`src/rtl/core/mrec_pkg.sv`:
```
// Shared types, constants and helpers for the region execute-permission checker.
package mrec_pkg;

  localparam int unsigned REGIONS = 8;
  localparam int unsigned RIDX_W  = (REGIONS > 1) ? $clog2(REGIONS) : 1;
  localparam int unsigned CMP_W   = (RIDX_W > 3) ? RIDX_W : 3;

  localparam logic OP_WRITE = 1'b0;
  localparam logic OP_CHECK = 1'b1;

  localparam logic [1:0] CFG_PROTECT    = 2'd0;
  localparam logic [1:0] CFG_BACKGROUND = 2'd1;
  localparam logic [1:0] CFG_LIMIT_MODE = 2'd2;

  localparam logic [2:0] AP_NO_ACCESS = 3'd0;
  localparam logic [2:0] AP_RESERVED  = 3'd4;
  localparam logic [4:0] SIZE_MIN     = 5'd4;
  localparam logic [4:0] SIZE_SUBREG  = 5'd7;

  localparam logic [31:0] DEF_LOW_END  = 32'h4000_0000;
  localparam logic [31:0] DEF_MID_BASE = 32'h6000_0000;
  localparam logic [31:0] DEF_MID_END  = 32'hA000_0000;

  typedef enum logic [1:0] {
    KIND_BACKGROUND = 2'd0,
    KIND_REGION     = 2'd1,
    KIND_FAULT      = 2'd2
  } kind_t;

  typedef struct packed {
    logic [26:0] base;
    logic [26:0] limit;
    logic [4:0]  size_code;
    logic        region_on;
    logic [7:0]  subregion_off;
    logic [2:0]  access_code;
    logic        no_exec;
    logic        no_priv_exec;
  } entry_t;

  typedef struct packed {
    logic              valid;
    logic              opcode;
    logic [2:0]        region_index;
    logic [31:0]       addr;
    entry_t            entry;
    logic              found;
    logic              multi;
    logic [RIDX_W-1:0] hit;
    logic              allow;
  } beat_t;

  function automatic logic default_exec(input logic [31:0] a);
    return (a < DEF_LOW_END) || ((a >= DEF_MID_BASE) && (a < DEF_MID_END));
  endfunction

endpackage

```
`src/rtl/core/mrec_cell.sv`:
```
// One region cell: holds one table entry and checks the beat passing through it.
module mrec_cell (
  input  logic                        clk,
  input  logic                        rst,
  input  logic                        adv,
  input  logic                        limit_mode,
  input  logic [mrec_pkg::RIDX_W-1:0] cell_id,
  input  mrec_pkg::beat_t             beat_in,
  output mrec_pkg::beat_t             beat_out
);
  import mrec_pkg::*;

  entry_t      ent;
  beat_t       nxt;
  logic [32:0] span;
  logic [31:0] low_mask;
  logic [31:0] rbase;
  logic [31:0] off;
  logic [4:0]  shamt;
  logic [2:0]  sub;
  logic        pow_hit;
  logic        lim_hit;
  logic        allow_pow;
  logic        allow_lim;
  logic        wr_hit;

  always_comb begin
    span      = 33'd1 << (6'(ent.size_code) + 6'd1);
    low_mask  = 32'(span - 33'd1);
    rbase     = {ent.base, 5'b0} & ~low_mask;
    off       = beat_in.addr & low_mask;
    shamt     = ent.size_code - 5'd2;
    sub       = 3'(off >> shamt);
    pow_hit   = ent.region_on && (ent.size_code >= SIZE_MIN)
                && ((beat_in.addr & ~low_mask) == rbase)
                && !((ent.size_code >= SIZE_SUBREG) && ent.subregion_off[sub]);
    lim_hit   = ent.region_on && (beat_in.addr[31:5] >= ent.base)
                && (beat_in.addr[31:5] <= ent.limit);
    allow_pow = !ent.no_exec && (ent.access_code != AP_NO_ACCESS)
                && (ent.access_code != AP_RESERVED);
    allow_lim = !ent.no_exec && !ent.no_priv_exec;
    wr_hit    = beat_in.valid && (beat_in.opcode == OP_WRITE)
                && (CMP_W'(beat_in.region_index) == CMP_W'(cell_id));
  end

  always_comb begin
    nxt = beat_in;
    if (beat_in.valid && (beat_in.opcode == OP_CHECK)) begin
      if (limit_mode) begin
        if (lim_hit) begin
          if (beat_in.found) begin
            nxt.multi = 1'b1;
          end else begin
            nxt.found = 1'b1;
            nxt.hit   = cell_id;
            nxt.allow = allow_lim;
          end
        end
      end else if (pow_hit) begin
        // higher cells come later, so the last hit wins
        nxt.found = 1'b1;
        nxt.hit   = cell_id;
        nxt.allow = allow_pow;
      end
    end
  end

  always_ff @(posedge clk) begin
    if (rst) begin
      beat_out.valid <= 1'b0;
      ent.region_on  <= 1'b0;
    end else if (adv) begin
      beat_out <= nxt;
      if (wr_hit) begin
        ent <= beat_in.entry;
      end
    end
  end

endmodule

```
`src/rtl/core/mpu_region_exec_check.sv`:
```
// Top level: region table as a chain of cells, config registers and result register.
// Each beat walks a row of REGIONS cells, one cell per cycle while the row
// advances, and each cell holds one region entry. Write beats update their cell
// on the way; check beats gather the match as they pass. Throughput is one beat
// per cycle while the row advances; a beat passes the REGIONS cell registers,
// then the result register, and the whole row holds while a result waits on m_tready.
// Write beats give no result. Configuration is taken on any cycle with cfg_valid.
module mpu_region_exec_check (
  input  logic         clk,
  input  logic         rst,
  input  logic         s_tvalid,
  output logic         s_tready,
  // region_index[2:0], check_address[34:3], region_base[61:35],
  // region_limit[88:62], size_code[93:89], region_on[94],
  // subregion_off[102:95], access_code[105:103], no_exec[106],
  // no_priv_exec[107], zero[111:108]
  input  logic [111:0] s_tdata,
  // opcode[0]
  input  logic         s_tuser,
  output logic         m_tvalid,
  input  logic         m_tready,
  // executable[0], decider_kind[2:1], decider_index[5:3], zero[7:6]
  output logic [7:0]   m_tdata,
  input  logic         cfg_valid,
  output logic         cfg_ready,
  input  logic [1:0]   cfg_index,
  input  logic         cfg_data
);
  import mrec_pkg::*;

  beat_t chain [0:REGIONS];
  logic  adv;
  logic  protection_enable;
  logic  background_enable;
  logic  limit_mode;
  logic  res_exec;
  kind_t res_kind;
  logic [2:0] res_index;
  beat_t last;

  assign adv       = !m_tvalid || m_tready;
  assign s_tready  = adv && !rst;
  assign cfg_ready = !rst;

  always_comb begin
    chain[0].valid              = s_tvalid;
    chain[0].opcode             = s_tuser;
    chain[0].region_index       = s_tdata[2:0];
    chain[0].addr               = s_tdata[34:3];
    chain[0].entry.base         = s_tdata[61:35];
    chain[0].entry.limit        = s_tdata[88:62];
    chain[0].entry.size_code    = s_tdata[93:89];
    chain[0].entry.region_on    = s_tdata[94];
    chain[0].entry.subregion_off = s_tdata[102:95];
    chain[0].entry.access_code  = s_tdata[105:103];
    chain[0].entry.no_exec      = s_tdata[106];
    chain[0].entry.no_priv_exec = s_tdata[107];
    chain[0].found              = 1'b0;
    chain[0].multi              = 1'b0;
    chain[0].hit                = '0;
    chain[0].allow              = 1'b0;
  end

  for (genvar i = 0; i < REGIONS; i++) begin : g_cell
    mrec_cell u_cell (
      .clk        (clk),
      .rst        (rst),
      .adv        (adv),
      .limit_mode (limit_mode),
      .cell_id    (RIDX_W'(i)),
      .beat_in    (chain[i]),
      .beat_out   (chain[i+1])
    );
  end

  assign last = chain[REGIONS];

  always_comb begin
    res_exec  = 1'b0;
    res_kind  = KIND_BACKGROUND;
    res_index = 3'd0;
    if (!protection_enable) begin
      res_exec = default_exec(last.addr);
    end else if (last.multi) begin
      res_kind = KIND_FAULT;
    end else if (last.found) begin
      res_exec  = last.allow;
      res_kind  = KIND_REGION;
      res_index = 3'(last.hit);
    end else begin
      res_exec = background_enable && default_exec(last.addr);
    end
  end

  always_ff @(posedge clk) begin
    if (rst) begin
      m_tvalid <= 1'b0;
    end else if (adv) begin
      m_tvalid <= last.valid && (last.opcode == OP_CHECK);
      m_tdata  <= {2'b00, res_index, res_kind, res_exec};
    end
  end

  always_ff @(posedge clk) begin
    if (rst) begin
      protection_enable <= 1'b0;
      background_enable <= 1'b0;
      limit_mode        <= 1'b0;
    end else if (cfg_valid) begin
      case (cfg_index)
        CFG_PROTECT:    protection_enable <= cfg_data;
        CFG_BACKGROUND: background_enable <= cfg_data;
        CFG_LIMIT_MODE: limit_mode        <= cfg_data;
        default: ;
      endcase
    end
  end

endmodule

```
`config.mk`:
```
export PLATFORM = sky130hd
export DESIGN_NAME = mpu_region_exec_check
export DESIGN_NICKNAME = d
export VERILOG_FILES = /design/src/rtl/core/mrec_pkg.sv /design/src/rtl/core/mrec_cell.sv /design/src/rtl/core/mpu_region_exec_check.sv
export SDC_FILE = /design/constraint.sdc
export NUM_CORES = 2
export LEC_CHECK = 0
export ABC_AREA = 1
export BUFFER_PORTS_ARGS = -buffer_cell sky130_fd_sc_hd__buf_2
export CAP_MARGIN = 40
export CORE_MARGIN = 2
export CORE_UTILIZATION = 40
export CTS_BUF_LIST = sky130_fd_sc_hd__clkbuf_8
export DETAILED_ROUTE_END_ITERATION = 8
export PLACE_DENSITY = 0.55
export SLEW_MARGIN = 20
export SYNTH_ARGS = -nofsm -noshare
export SYNTH_HDL_FRONTEND = slang
export SYNTH_SLANG_ARGS = --single-unit
export TNS_END_PERCENT = 100
```
`constraint.sdc`:
```
create_clock -name clk -period 174.1 [get_ports clk]
set_input_delay 34.82 -clock clk [delete_from_list [all_inputs] [get_ports clk]]
set_output_delay 34.82 -clock clk [all_outputs]
set_load 0.03 [all_outputs]
```
==> results by group <==
Clocking
  • CTS Buf Count: 231
  • Clock insertion delay at the later pin of the skew report: 970 ps
  • H-tree depth reported by CTS: 4
  • Number of buffers inserted for hold repair after clock tree synthesis: 0
  • Setup bufs post-CTS: 0
  • Number of gates resized after CTS: 0
  • Clock net sink count: 1394
  • Root Buffer Master: sky130_fd_sc_hd__clkbuf_8
  • TritonCTS clock tree: yes
  • CTS clk-pin slew, worst paths: 70 ps
  • Clock Path Buffers: 3

Worst setup path
  • Crit path kind: input port to primary output
  • Data arrival at the endpoint of the critical path: 36110 ps
  • Ordered cell list for the critical path: buf_2 > inv_1 > buf_2
  • Setup slack of the worst register-to-register path: 168250 ps
  • Most frequent cell on the critical path: sky130_fd_sc_hd__buf_2
  • Worst Setup Start Kind: input port
  • Slowest stage delay, CP: 560 ps
  • Library cell contributing the largest single delay on the critical path: sky130_fd_sc_hd__buf_2
  • Req. time, crit path: 139280 ps
  • Endpoint kind of the worst setup timing path: primary output
  • CP Max Fanout: 19

STA
  • RSZ-0062 raised after global routing: no
  • Tightest Pin Transition: 996 ps
  • Number of hold violations in the final report: 0
  • Final min period: between 70000 and 80000 ps
  • Clock skew: 69.8 ps
  • Worst slew margin relative to its limit: 33.0%
  • Max Clk Rate: roughly 14 MHz
  • Setup total negative slack: 0 ps
  • Final worst-path cycle share: 40.7%
  • Max-slew violation count: 0
  • # setup viols final: 0

GRT
  • Aggregate global routing overflow: 0
  • Vias in the first global route: 57180
  • GRT Total Usage: 27.4%
  • Pin count of the biggest net entering global routing: about 160
  • Global-route wire length before repair: 384000 µm
  • Antenna violations before repair: 8

Detailed routing
  • Via count: 57635
  • Post-route antenna net violation count: 0
  • Top sig layer: met5
  • Drt via density: roughly 5.3
  • Met2 Routed Length: about 130000 µm
  • DRC violation count after routing: 0
  • Total wire length: between 200000 and 300000 µm
  • Iteration count of the initial detailed-routing pass: 6
  • Routed WL per cell: 24.7 µm
  • Met3 Wirelength: around 11000 µm
  • Met1 wire length: 104000 µm
  • Number of design-rule violations left by the first detailed-router iteration: 4786

Synth
  • Dominant combinational cell family by area after synthesis: simple AND/OR/NAND/NOR gates
  • Area share of and/or/nand/nor cells after synthesis: about a fifth
  • Adder and majority gate portion of the synthesized area: 7.54%
  • Share of synthesized registers carrying an async set or reset: 0%
  • Summed instance area of the synthesized netlist: 75700 µm²
  • Part of the Yosys area used for sequential elements: roughly 55%
  • Synth top area cells: sky130_fd_sc_hd__edfxtp_1 55%, sky130_fd_sc_hd__nand2_1 8.9%, sky130_fd_sc_hd__ha_1 7.5%, sky130_fd_sc_hd__inv_1 4.7%, sky130_fd_sc_hd__nand3_1 4.7%
  • Area fraction in compound gates after synthesis: 7.70%
  • Dominant cell type by area after synthesis: sky130_fd_sc_hd__edfxtp_1
  • XOR/XNOR Fraction of Synth Area: 2.58%
  • Main synth FF type: sky130_fd_sc_hd__edfxtp_1
  • Average footprint of a synthesized cell: 9.74 µm²
  • Number of flops mapped to enable cells by yosys: roughly 1400
  • Netlist cell types: 74
  • Instance count of the mapped netlist: 7772
  • Fraction of synthesized cell area taken by the top area cell type: 54.5%
  • Total of warnings raised by yosys: 0
  • Flip-flop and latch count after synthesis: roughly 1400
  • Proportion of synthesized area in mux cells: 0%

Worst hold path
  • Min-delay worst type: flop to flop

Power
  • Largest vdd supply drop: 0.00000714 V
  • PwrDens: 8.42 nW/µm²
  • Static power due to leakage: 36.4 nW

Die
  • Number of standard-cell rows in the floorplan: 159
  • Area of the core: 188000 µm²
  • Vertical die dimension: approximately 440 µm
  • Starting utilization of the core area: 40.3%
  • Die area: ~190000 µm²
  • Count of boundary I/O pins: 132
  • Width of the die: roughly 440 µm

Finish
  • Net count of the finished layout: 8654
  • Commonest cells after routing, fill and taps aside: 1789 x sky130_fd_sc_hd__nand2_1, 1374 x sky130_fd_sc_hd__edfxtp_1, 1009 x sky130_fd_sc_hd__inv_1, 707 x sky130_fd_sc_hd__nand3_1, 588 x sky130_fd_sc_hd__nor2_1
  • Layout cells sized above 1: 9.38%
  • Most common cell after layout, fill and taps aside: sky130_fd_sc_hd__nand2_1
  • Post-route cell area: 84000 µm²
  • Area added between synthesis and finish: 11.0%

Flow run
  • Maximum Capacitance Violations: 0

Placement
  • HPWL reported at the end of detailed placement: 214000 µm
  • Final estimated routing congestion in global placement: 1.01
  • Count of input and output buffers: ~120
  • Cell area after placement: ~80000 µm²

Status
  • Run status: completed
worst paths after layout:
path / start / to / cells past startpoint
setup / recovery: rst / cfg_ready / 3
hold / removal: g_cell[6].u_cell.beat_out[24]$_DFFE_PP_ / g_cell[7].u_cell.ent[18]$_DFFE_PP_ / 0
setup reg to reg: g_cell[1].u_cell.ent[14]$_DFFE_PP_ / g_cell[1].u_cell.beat_out[0]$_DFFE_PP_ / 20
hold reg to reg: g_cell[6].u_cell.beat_out[24]$_DFFE_PP_ / g_cell[7].u_cell.ent[18]$_DFFE_PP_ / 0
cells by family after synthesis:
kind of cell,count (synthesis)
simple gates,3609
other cells,1
flops,1394
xor+xnor,222
fa+ha+maj,456
compound gates,980
buf+inv,1110
routing by layer:
metal,vias to the layer above,global-route usage (%)
met1,27718,32.2
met2,1769,47.3
met3,567,3.38
met4,8,17.9
met5,-,0
li1,27573,-
sequential cells by signal, summed over array words and instances, names as in the netlist:
| name | count |
|---|---|
| m_tdata | 6 |
| protection_enable | 1 |
| g_cell.u_cell.ent | 576 |
| limit_mode | 1 |
| background_enable | 1 |
| g_cell.u_cell.beat_out | 808 |
| m_tvalid | 1 |
Yosys cell counts, drive strengths merged, types with 10 or more instances:
master	count
o22ai	10
edfxtp	1374
o21bai	14
clkbuf	23
nor3	54
or2	49
a21oi	411
o2111ai	26
o21a	19
nand2	1840
a22oi	34
clkinv	12
inv	968
nand3	729
buf	107
nand4	170
a2111oi	10
a211oi	31
a221oi	23
o211ai	54
nor4	25
o21ai	263
xnor2	81
ha	456
nand3b	32
o221ai	11
a21o	12
dfxtp	20
nor2	688
a31oi	22
xor2	141
cell type report:
| type | count | area [µm²] |
|---|---|---|
| clock inverter | 200 | 1260 |
| inverter | 980 | 3680 |
| sequential | 1394 | 41700 |
| tap | 2495 | 3120 |
| timing repair buffer | 201 | 1470 |
| fill | 18199 | 104000 |
| clock buffer | 231 | 3180 |
| antenna | 4 | 10.0 |
| multi-input combinational | 5269 | 29600 |
critical path, delay by kind of cell:
kind	cells	cell delay (ps)
buf+inv	3	1270
power by group:
part / internal (mW) / switching, mW
logic: 0.0110 / 0.0216
clock network: 0.140 / 0.137
registers: 0.382 / 0.0143
total: 0.534 / 0.173
per-stage QoR:
step                hold WS, ps  setup slack (ps)  instances  util (%)  power, mW
finish                      409            103170      10774      44.7      0.707
global route                417            103080      10773      44.7      0.734
CTS                         398            103130      10761      44.6      0.714
detailed placement          405            103140      10330      42.2      0.436
global placement            403            103150      10314      42.1      0.435
floorplan                   400             70320       7773         -      0.425
(Power assumes the default switching activity.)
